--- src/hdl/svf_pkg.sv ---
`default_nettype none

package svf_pkg;

    localparam int COEF_W     = 18;
    localparam int COEF_FRAC  = 16;
    localparam int DIGIT_W    = 12;
    localparam int A_W        = 17;
    localparam int K_W        = 18;
    localparam int CFG_ADDR_W = 3;
    localparam int CFG_DATA_W = 18;

    localparam logic [CFG_ADDR_W-1:0] REG_A1   = 3'd0;
    localparam logic [CFG_ADDR_W-1:0] REG_A2   = 3'd1;
    localparam logic [CFG_ADDR_W-1:0] REG_A3   = 3'd2;
    localparam logic [CFG_ADDR_W-1:0] REG_K    = 3'd3;
    localparam logic [CFG_ADDR_W-1:0] REG_MODE = 3'd4;

    localparam logic [A_W-1:0] A1_RST = 17'd32768;
    localparam logic [A_W-1:0] A2_RST = 17'd16384;
    localparam logic [A_W-1:0] A3_RST = 17'd8192;
    localparam logic [K_W-1:0] K_RST  = 18'd131072;

    typedef enum logic [1:0] {
        MODE_LOW,
        MODE_HIGH,
        MODE_BAND,
        MODE_NOTCH
    } t_mode;

    typedef struct packed {
        logic load;
        logic step;
        logic last;
    } t_lane_ctl;

endpackage

`default_nettype wire

--- src/hdl/svf_dsm.sv ---
`default_nettype none

module svf_dsm #(
    parameter int OP_W = 36
) (
    input  logic                            i_clk,
    input  svf_pkg::t_lane_ctl              i_ctl,
    input  logic [svf_pkg::COEF_W-1:0]      i_coef,
    input  logic signed [OP_W-1:0]          i_operand,
    output logic signed [OP_W+1:0]          o_product
);
    import svf_pkg::*;

    localparam int NDIG  = (OP_W + DIGIT_W - 1) / DIGIT_W;
    localparam int SH_W  = NDIG * DIGIT_W;
    localparam int ACC_W = COEF_W + DIGIT_W + 2;
    localparam int RES_W = OP_W + 2;

    logic [COEF_W-1:0]       r_coef;
    logic [SH_W-1:0]         r_op;
    logic signed [ACC_W-1:0] r_acc;
    logic [SH_W-1:0]         r_low;

    logic signed [DIGIT_W:0]    w_digit;
    logic signed [ACC_W-1:0]    w_prod;
    logic signed [ACC_W-1:0]    w_sum;
    logic [ACC_W+SH_W-1:0]      w_full;

    // top digit of the operand carries the sign
    assign w_digit = {i_ctl.last & r_op[DIGIT_W-1], r_op[DIGIT_W-1:0]};
    assign w_prod  = ACC_W'($signed({1'b0, r_coef})) * ACC_W'(w_digit);
    assign w_sum   = r_acc + w_prod;

    always_ff @(posedge i_clk) begin
        if (i_ctl.load) begin
            r_coef <= i_coef;
            r_op   <= SH_W'(i_operand);
            r_acc  <= '0;
        end else if (i_ctl.step) begin
            r_acc <= w_sum >>> DIGIT_W;
            r_low <= {w_sum[DIGIT_W-1:0], r_low[SH_W-1:DIGIT_W]};
            r_op  <= r_op >> DIGIT_W;
        end
    end

    // drop the fractional bits of the coefficient
    assign w_full    = {r_acc, r_low};
    assign o_product = $signed(w_full[COEF_FRAC +: RES_W]);

endmodule

`default_nettype wire

--- src/hdl/state_variable_filter.sv ---
// Second-order trapezoidal state-variable filter, one sample word in, one result word out.
// Input channel s_axis: a signed sample per word. Output channel m_axis: the selected
// response followed by lowpass, highpass, bandpass and notch, each saturated to the
// sample width. Coefficients a1, a2, a3, k and the mode are loaded through the write
// port (i_cfg_we, i_cfg_addr, i_cfg_wdata); the user must load them only while the
// filter is idle, the block itself does not enforce this. Each sample runs two
// digit-serial multiply passes over NDIG = ceil((max(SAMPLE_WIDTH,STATE_WIDTH)+4)/12)
// digits, 12 bits of operand per cycle: the four coefficient products run in parallel
// lanes, then the k*v1 product reuses the first lane once v1 is known.
// An accepted word runs S_MULA, S_SUM, S_MULB, then S_FIN, which raises m_axis_tvalid.
// A finished word sits in the output register; the next sample is accepted while it
// waits. If the receiver still holds off when the next word is done, the filter holds
// that word and its state update until the output register frees.
// Reset loads the default coefficients and lowpass mode and clears both integrators;
// no clearing pass follows, the first sample is taken in the cycle after reset.
`default_nettype none

module state_variable_filter #(
    parameter int SAMPLE_WIDTH = 16,
    parameter int STATE_WIDTH  = 32
) (
    input  logic                                   i_clk,
    input  logic                                   i_rst_n,
    input  logic                                   i_cfg_we,
    input  logic [svf_pkg::CFG_ADDR_W-1:0]         i_cfg_addr,
    input  logic [svf_pkg::CFG_DATA_W-1:0]         i_cfg_wdata,
    input  logic                                   s_axis_tvalid,
    output logic                                   s_axis_tready,
    // sample_in
    input  logic [((SAMPLE_WIDTH+7)/8)*8-1:0]      s_axis_tdata,
    output logic                                   m_axis_tvalid,
    input  logic                                   m_axis_tready,
    // selected_out, low_out, high_out, band_out, notch_out
    output logic [((5*SAMPLE_WIDTH+7)/8)*8-1:0]    m_axis_tdata
);
    import svf_pkg::*;

    localparam int SW     = SAMPLE_WIDTH;
    localparam int TW     = STATE_WIDTH;
    localparam int MW     = (SW > TW) ? SW : TW;
    localparam int OP_W   = MW + 4;
    localparam int P_W    = OP_W + 2;
    localparam int E_W    = MW + 8;
    localparam int NDIG   = (OP_W + DIGIT_W - 1) / DIGIT_W;
    localparam int DIG_CW = (NDIG > 1) ? $clog2(NDIG) : 1;
    localparam int OUT_W  = ((5 * SW + 7) / 8) * 8;

    localparam logic signed [E_W-1:0] SMP_MAX = {{(E_W-SW+1){1'b0}}, {(SW-1){1'b1}}};
    localparam logic signed [E_W-1:0] SMP_MIN = {{(E_W-SW+1){1'b1}}, {(SW-1){1'b0}}};
    localparam logic signed [E_W-1:0] ST_MAX  = {{(E_W-TW+1){1'b0}}, {(TW-1){1'b1}}};
    localparam logic signed [E_W-1:0] ST_MIN  = {{(E_W-TW+1){1'b1}}, {(TW-1){1'b0}}};

    typedef enum logic [2:0] {
        S_IDLE,
        S_MULA,
        S_SUM,
        S_MULB,
        S_FIN
    } t_state;

    function automatic logic signed [SW-1:0] sat_smp(input logic signed [E_W-1:0] v);
        if (v > SMP_MAX) begin
            return SMP_MAX[SW-1:0];
        end else if (v < SMP_MIN) begin
            return SMP_MIN[SW-1:0];
        end
        return v[SW-1:0];
    endfunction

    function automatic logic signed [TW-1:0] sat_st(input logic signed [E_W-1:0] v);
        if (v > ST_MAX) begin
            return ST_MAX[TW-1:0];
        end else if (v < ST_MIN) begin
            return ST_MIN[TW-1:0];
        end
        return v[TW-1:0];
    endfunction

    t_state                  r_state;
    logic [DIG_CW-1:0]       r_dig;
    logic [A_W-1:0]          r_a1;
    logic [A_W-1:0]          r_a2;
    logic [A_W-1:0]          r_a3;
    logic [K_W-1:0]          r_k;
    t_mode                   r_mode;
    logic signed [TW-1:0]    r_s1;
    logic signed [TW-1:0]    r_s2;
    logic signed [SW-1:0]    r_x;
    logic signed [OP_W-1:0]  r_v1;
    logic signed [E_W-1:0]   r_v2;
    logic signed [E_W-1:0]   r_xmv2;
    logic                    r_out_valid;
    logic signed [SW-1:0]    r_sel;
    logic signed [SW-1:0]    r_lo;
    logic signed [SW-1:0]    r_hi;
    logic signed [SW-1:0]    r_bd;
    logic signed [SW-1:0]    r_nt;

    logic                    w_in_acc;
    logic                    w_last;
    logic                    w_slot_free;
    logic signed [SW-1:0]    w_x_in;
    logic signed [MW:0]      w_v3;
    logic [OP_W-1:0]         w_op0;
    logic [COEF_W-1:0]       w_coef0;
    logic signed [P_W-1:0]   w_p [4];
    logic signed [E_W-1:0]   w_v1;
    logic signed [E_W-1:0]   w_v2;
    logic signed [E_W-1:0]   w_notch;
    logic signed [E_W-1:0]   w_high;
    logic signed [E_W-1:0]   w_ns1;
    logic signed [E_W-1:0]   w_ns2;
    logic signed [SW-1:0]    w_lo_s;
    logic signed [SW-1:0]    w_hi_s;
    logic signed [SW-1:0]    w_bd_s;
    logic signed [SW-1:0]    w_nt_s;
    logic signed [SW-1:0]    w_sel;
    t_lane_ctl               w_ctl_0;
    t_lane_ctl               w_ctl_a;

    assign s_axis_tready = (r_state == S_IDLE);
    assign w_in_acc      = s_axis_tvalid && s_axis_tready;
    assign w_last        = (r_dig == DIG_CW'(NDIG - 1));
    assign w_slot_free   = !r_out_valid || m_axis_tready;
    assign w_x_in        = $signed(s_axis_tdata[SW-1:0]);
    assign w_v3          = (MW+1)'(w_x_in) - (MW+1)'(r_s2);

    always_comb begin
        w_ctl_a.load = w_in_acc;
        w_ctl_a.step = (r_state == S_MULA);
        w_ctl_a.last = w_last;
        w_ctl_0.load = w_in_acc || (r_state == S_SUM);
        w_ctl_0.step = (r_state == S_MULA) || (r_state == S_MULB);
        w_ctl_0.last = w_last;
    end

    // first lane: a1*s1, then k*v1
    assign w_op0   = (r_state == S_SUM) ? w_v1[OP_W-1:0] : OP_W'(r_s1);
    assign w_coef0 = (r_state == S_SUM) ? r_k : COEF_W'(r_a1);

    svf_dsm #(.OP_W(OP_W)) u_lane0 (
        .i_clk     (i_clk),
        .i_ctl     (w_ctl_0),
        .i_coef    (w_coef0),
        .i_operand (w_op0),
        .o_product (w_p[0])
    );

    svf_dsm #(.OP_W(OP_W)) u_lane1 (
        .i_clk     (i_clk),
        .i_ctl     (w_ctl_a),
        .i_coef    (COEF_W'(r_a2)),
        .i_operand (OP_W'(w_v3)),
        .o_product (w_p[1])
    );

    svf_dsm #(.OP_W(OP_W)) u_lane2 (
        .i_clk     (i_clk),
        .i_ctl     (w_ctl_a),
        .i_coef    (COEF_W'(r_a2)),
        .i_operand (OP_W'(r_s1)),
        .o_product (w_p[2])
    );

    svf_dsm #(.OP_W(OP_W)) u_lane3 (
        .i_clk     (i_clk),
        .i_ctl     (w_ctl_a),
        .i_coef    (COEF_W'(r_a3)),
        .i_operand (OP_W'(w_v3)),
        .o_product (w_p[3])
    );

    assign w_v1    = E_W'(w_p[0]) + E_W'(w_p[1]);
    assign w_v2    = E_W'(r_s2) + E_W'(w_p[2]) + E_W'(w_p[3]);
    assign w_notch = E_W'(r_x) - E_W'(w_p[0]);
    assign w_high  = r_xmv2 - E_W'(w_p[0]);
    assign w_ns1   = (E_W'(r_v1) <<< 1) - E_W'(r_s1);
    assign w_ns2   = (r_v2 <<< 1) - E_W'(r_s2);
    assign w_lo_s  = sat_smp(r_v2);
    assign w_hi_s  = sat_smp(w_high);
    assign w_bd_s  = sat_smp(E_W'(r_v1));
    assign w_nt_s  = sat_smp(w_notch);

    always_comb begin
        unique case (r_mode)
            MODE_LOW:   w_sel = w_lo_s;
            MODE_HIGH:  w_sel = w_hi_s;
            MODE_BAND:  w_sel = w_bd_s;
            MODE_NOTCH: w_sel = w_nt_s;
            default:    w_sel = w_lo_s;
        endcase
    end

    always_ff @(posedge i_clk) begin
        if (!i_rst_n) begin
            r_a1   <= A1_RST;
            r_a2   <= A2_RST;
            r_a3   <= A3_RST;
            r_k    <= K_RST;
            r_mode <= MODE_LOW;
        end else if (i_cfg_we) begin
            unique case (i_cfg_addr)
                REG_A1:   r_a1   <= i_cfg_wdata[A_W-1:0];
                REG_A2:   r_a2   <= i_cfg_wdata[A_W-1:0];
                REG_A3:   r_a3   <= i_cfg_wdata[A_W-1:0];
                REG_K:    r_k    <= i_cfg_wdata[K_W-1:0];
                REG_MODE: r_mode <= t_mode'(i_cfg_wdata[1:0]);
                default: ;
            endcase
        end
    end

    always_ff @(posedge i_clk) begin
        if (!i_rst_n) begin
            r_state     <= S_IDLE;
            r_dig       <= '0;
            r_out_valid <= 1'b0;
            r_s1        <= '0;
            r_s2        <= '0;
        end else begin
            if (m_axis_tready && (r_state != S_FIN)) begin
                r_out_valid <= 1'b0;
            end
            unique case (r_state)
                S_IDLE: begin
                    if (w_in_acc) begin
                        r_x     <= w_x_in;
                        r_dig   <= '0;
                        r_state <= S_MULA;
                    end
                end
                S_MULA: begin
                    if (w_last) begin
                        r_dig   <= '0;
                        r_state <= S_SUM;
                    end else begin
                        r_dig <= r_dig + DIG_CW'(1);
                    end
                end
                S_SUM: begin
                    r_v1    <= w_v1[OP_W-1:0];
                    r_v2    <= w_v2;
                    r_state <= S_MULB;
                end
                S_MULB: begin
                    r_xmv2 <= E_W'(r_x) - r_v2;
                    if (w_last) begin
                        r_dig   <= '0;
                        r_state <= S_FIN;
                    end else begin
                        r_dig <= r_dig + DIG_CW'(1);
                    end
                end
                S_FIN: begin
                    // hold until the output register frees
                    if (w_slot_free) begin
                        r_out_valid <= 1'b1;
                        r_sel       <= w_sel;
                        r_lo        <= w_lo_s;
                        r_hi        <= w_hi_s;
                        r_bd        <= w_bd_s;
                        r_nt        <= w_nt_s;
                        r_s1        <= sat_st(w_ns1);
                        r_s2        <= sat_st(w_ns2);
                        r_state     <= S_IDLE;
                    end
                end
                default: r_state <= S_IDLE;
            endcase
        end
    end

    assign m_axis_tvalid = r_out_valid;
    assign m_axis_tdata  = OUT_W'({r_nt, r_bd, r_hi, r_lo, r_sel});

    a_accept_starts: assert property (@(posedge i_clk) disable iff (!i_rst_n)
        w_in_acc |=> (r_state == S_MULA) && (r_dig == '0))
        else $error("accepted word did not start the first multiply pass");

    a_dig_bound: assert property (@(posedge i_clk) disable iff (!i_rst_n)
        (r_dig <= DIG_CW'(NDIG - 1)) &&
        ((r_state == S_MULA) || (r_state == S_MULB) || (r_dig == '0)))
        else $error("digit counter out of range");

    a_result_from_fin: assert property (@(posedge i_clk) disable iff (!i_rst_n)
        $past(i_rst_n) && $rose(r_out_valid) |-> $past(r_state) == S_FIN)
        else $error("result word raised outside the final step");

    a_state_update: assert property (@(posedge i_clk) disable iff (!i_rst_n)
        $past(i_rst_n) && (!$stable(r_s1) || !$stable(r_s2)) |->
        ($past(r_state) == S_FIN) && $past(w_slot_free))
        else $error("integrator changed outside the final step");

endmodule

`default_nettype wire

--- config.mk ---
export PLATFORM = sky130hd
export DESIGN_NAME = state_variable_filter
export DESIGN_NICKNAME = d
export VERILOG_FILES = /design/src/hdl/svf_pkg.sv /design/src/hdl/svf_dsm.sv /design/src/hdl/state_variable_filter.sv
export SDC_FILE = /design/constraint.sdc
export NUM_CORES = 2
export LEC_CHECK = 0
export ABC_CLOCK_PERIOD_IN_PS = 6500
export BUFFER_PORTS_ARGS = -buffer_cell sky130_fd_sc_hd__buf_4
export CAP_MARGIN = 15
export CELL_PAD_IN_SITES_DETAIL_PLACEMENT = 1
export CELL_PAD_IN_SITES_GLOBAL_PLACEMENT = 1
export CORE_ASPECT_RATIO = 2
export CORE_MARGIN = 3
export CORE_UTILIZATION = 45
export CTS_BUF_LIST = sky130_fd_sc_hd__clkbuf_8
export DETAILED_ROUTE_END_ITERATION = 10
export GPL_TIMING_DRIVEN = 0
export MAX_ROUTING_LAYER = met4
export PLACE_DENSITY_LB_ADDON = 0.25
export RECOVER_POWER = 100
export SLEW_MARGIN = 20
export SYNTH_ARGS = -nofsm -noshare
export SYNTH_HDL_FRONTEND = slang
export SYNTH_SLANG_ARGS = --single-unit
--- constraint.sdc ---
create_clock -name i_clk -period 6.5 [get_ports i_clk]
set_input_delay 0.65 -clock i_clk [delete_from_list [all_inputs] [get_ports i_clk]]
set_output_delay 0.65 -clock i_clk [all_outputs]
set_load 0.1 [all_outputs]
==> metrics.md <==
| Metric | Value |
|---|---|
| Hold Path Depth | 3 |
| Die Y | 579 µm |
| WP data arrival | 7.83 ns |
| Final Cycle Share | 109% |
| Slew Viols, Final | 287 |
| Worst slew pin tran | 2.53 ns |
| I/O pin count | 124 |
| Count leader, synth | inv_1 |
| Synth warn | 0 |
| Final wirelength | 310000 µm |
| HP Start | i_cfg_wdata[17] |
| Slew HR | -68.6% |
| CTS Buffer Depth | 3 |
| GPL Wtd Cong | 1.04 |
| Syn_nets | 9639 |
| CTS Sinks | 666 |
| EDFF count, synth | 445 |
| Netlist cell types | 91 |
| Layout area overhead | 14.8% |
| Starting density of the core | 45.5% |
| Crit end category | flip-flop |
| Final Non-Filler Cells | 10.8k |
| IO buf count | 121 |
| Gr usage total | 37.1% |
| Status | finished with violations |
| Clk Latency, worst-skew pair | 0.86 ns |
| CP startpoint kind | flip-flop |
| Min Tclk post-route | 7.10 ns |
| Area share of the largest cell type after synthesis | 22.4% |
| HP Class | primary input to flip-flop |
| Post-synth ARST share | 0% |
| Setup slack, reg-to-reg | -0.60 ns |
| Number of global-route vias before repair | 70.4k |
| Final HPWL DP | 248000 µm |
| Final Hold Vio Count | 0 |
| Fin util | 52.2% |
| Worst Path Max Fanout | 4 |
| Core box area | 163000 µm² |
| Root buf cell | clkbuf_8 |
| Grt ovf | 0 |
| First-pass GRT wire length | 445000 µm |
| WL/cell | 28.8 µm |
| CP max stage cell | fa_2 |
| # placed instances | 10.3k |
| Seq/Total Area, Yosys | 24.0% |
| Cells after synthesis | 8043 |
| Iter 0 DRT Violations | 3258 |
| WHS | 0.0997 ns |
| Seq cells post-synth | 666 |
| Setup-failing EPs final | 40 |
| WS Path Type | flip-flop to flip-flop |
| Die Wd | 293 µm |
| Worst clock skew | 0.0903 ns |
| Fmax | 141 MHz |
| Worst Path Required | 7.23 ns |
| Hold path endpoint | r_k[17] |
| CTS H-tree lvls | 3 |
| R2R depth | 31 |
| Reg2reg start | u_lane2.r_coef[3] |
| Post-synthesis cell area | 74000 µm² |
| Violated checks | max-capacitance violations, max-slew violations, negative setup slack |
| # DRC | 0 |
| Antenna violations before repair | 6 |
| Largest net degree at the start of global routing | 64 |
| Via count | 63.1k |
| TritonCTS clock tree | done |
| Cts bufs inserted | 103 |
| Share of cells above drive strength 1 | 11.2% |
| Worst r2r dst | u_lane2.r_acc[11] |
| Worst-path clk slew | 0.08 ns |
| RSZ-0062 raised after global routing | true |
| DRT antenna net count | 0 |
| Top cells by area, synth | fa_1, edfxtp_1, ha_1, inv_1, dfxtp_1 |
| Max-capacitance violation count | 9 |
| Crit path top cell by count | buf_6 |
| # rows | 209 |
| Syn_area_per_cell | 9.20 µm² |
| Max incr delay on CP | 0.59 ns |
| Die ar. | 170000 µm² |
| 1st-pass router iterations | 7 |
| Final worst slack | -0.601 ns |
| Via density | 5.85 |
| Cell taking the most area after synthesis | fa_1 |
| Synth top cells by count | inv_1, nand2_1, fa_1 |
| Primary FF master, synth | edfxtp_1 |
| Final #Nets | 10.2k |
## what timing repair did
action | 4_1_cts | 5_1_grt
hold buffers | 13 | 0
gates resized for setup | 379 | 329
buffers inserted | 208 | 86
setup endpoints to repair | 80 | 57
cloned | 0 | 2
pin swaps | 114 | 140
endpoints found under the hold margin | 13 | 0
## through the flow
stage | worst slack [ns] | area, µm² | TNS, ns
final | -0.601 | 84900 | -12.11
after global routing | -0.780 | 84900 | -21.76
after CTS | -0.555 | 84000 | -8.67
after detailed placement | -2.39 | 78300 | -79.69
after global placement | -2.18 | 77800 | -125.27
after floorplan | -0.0127 | 74300 | -0.0159
## cells in the final DEF, fill, tap and decap left out, types with 45 or more instances in the layout
| cell | count |
|---|---|
| ha_1 | 697 |
| edfxtp_1 | 445 |
| nand2_1 | 1104 |
| clkbuf_1 | 230 |
| o21ai_0 | 203 |
| buf_4 | 255 |
| xnor2_1 | 222 |
| inv_1 | 1212 |
| o21bai_1 | 51 |
| nor2b_1 | 66 |
| nand3_1 | 104 |
| nand4_1 | 45 |
| a21oi_1 | 390 |
| and2_1 | 381 |
| a21boi_0 | 80 |
| xor2_1 | 112 |
| nor2_1 | 321 |
| buf_6 | 63 |
| nand2b_1 | 57 |
| nor3_1 | 88 |
| and3_1 | 64 |
| clkbuf_8 | 116 |
| a21o_1 | 196 |
| dfxtp_1 | 219 |
| fa_1 | 805 |
| o21a_1 | 80 |
## layer usage
layer / global-route usage, % / routed length [µm] / up-vias
met4: 39.3 / 44300 / 0
met5: - / 0 / -
met2: 67.5 / 161000 / 2071
li1: - / - / 27693
met3: 4.43 / 13100 / 1418
met1: 31.4 / 92300 / 31903
## layout make-up
cell class | count | area [µm²]
clock inverter | 88 | 797
fill | 18697 | 77700
buffer | 278 | 2160
antenna | 9 | 22.5
clock buffer | 107 | 1470
sequential | 666 | 17800
multi-input combinational | 5864 | 52000
inverter | 1215 | 4570
timing repair buffer | 439 | 3470
tap | 2110 | 2640
## worst max-delay path, delay by kind of cell, from the launching register on
kind | cells | cell delay, ns
adders and majority gates | 7 | 3.17
AOI/OAI and AO/OA | 7 | 1.27
and+or+nand+nor | 2 | 0.43
xor gates and xnor gates | 1 | 0.17
DFF | 1 | 0.40
buffers and inverters | 14 | 1.55
## worst max path at each step
stage | startpoint | endpoint | slack [ns]
6_report | u_lane2.r_coef[3] | u_lane2.r_acc[11] | -0.60
3_5_place_dp | u_lane2.r_coef[13] | u_lane2.r_acc[17] | -2.39
4_1_cts | r_dig[1] | u_lane2.r_acc[18] | -0.56
5_1_grt | u_lane2.r_coef[3] | u_lane2.r_acc[11] | -0.78
2_1_floorplan | r_dig[1] | u_lane2.r_acc[16] | -0.01
3_3_place_gp | r_dig[1] | u_lane3.r_acc[15] | -2.18
## logic make-up (layout without fill, tap and decap cells)
group / Yosys count / in the layout / share of synthesized area, %
xor gates and xnor gates: 349 / 349 / 4.13
adders and majority gates: 1554 / 1554 / 34.7
DFF: 666 / 666 / 24.0
other: 0 / 9 / 0
buffers and inverters: 1513 / 2127 / 7.76
muxes: 25 / 25 / 0.355
and+or+nand+nor: 2445 / 2445 / 15.6
AOI/OAI and AO/OA: 1491 / 1491 / 13.5
## registers in the layout, indices dropped and copies added, names as in the netlist, 25 cells and up
name	flops
r_s1	32
r_v2	40
r_v1	36
u_lane3.r_op	25
r_s2	32
u_lane2.r_op	32
u_lane0.r_op	36
r_xmv2	40
Power is left out: the tool's default activity adds up to more than one toggle a clock period on the data nets, which glitch-free logic cannot reach.
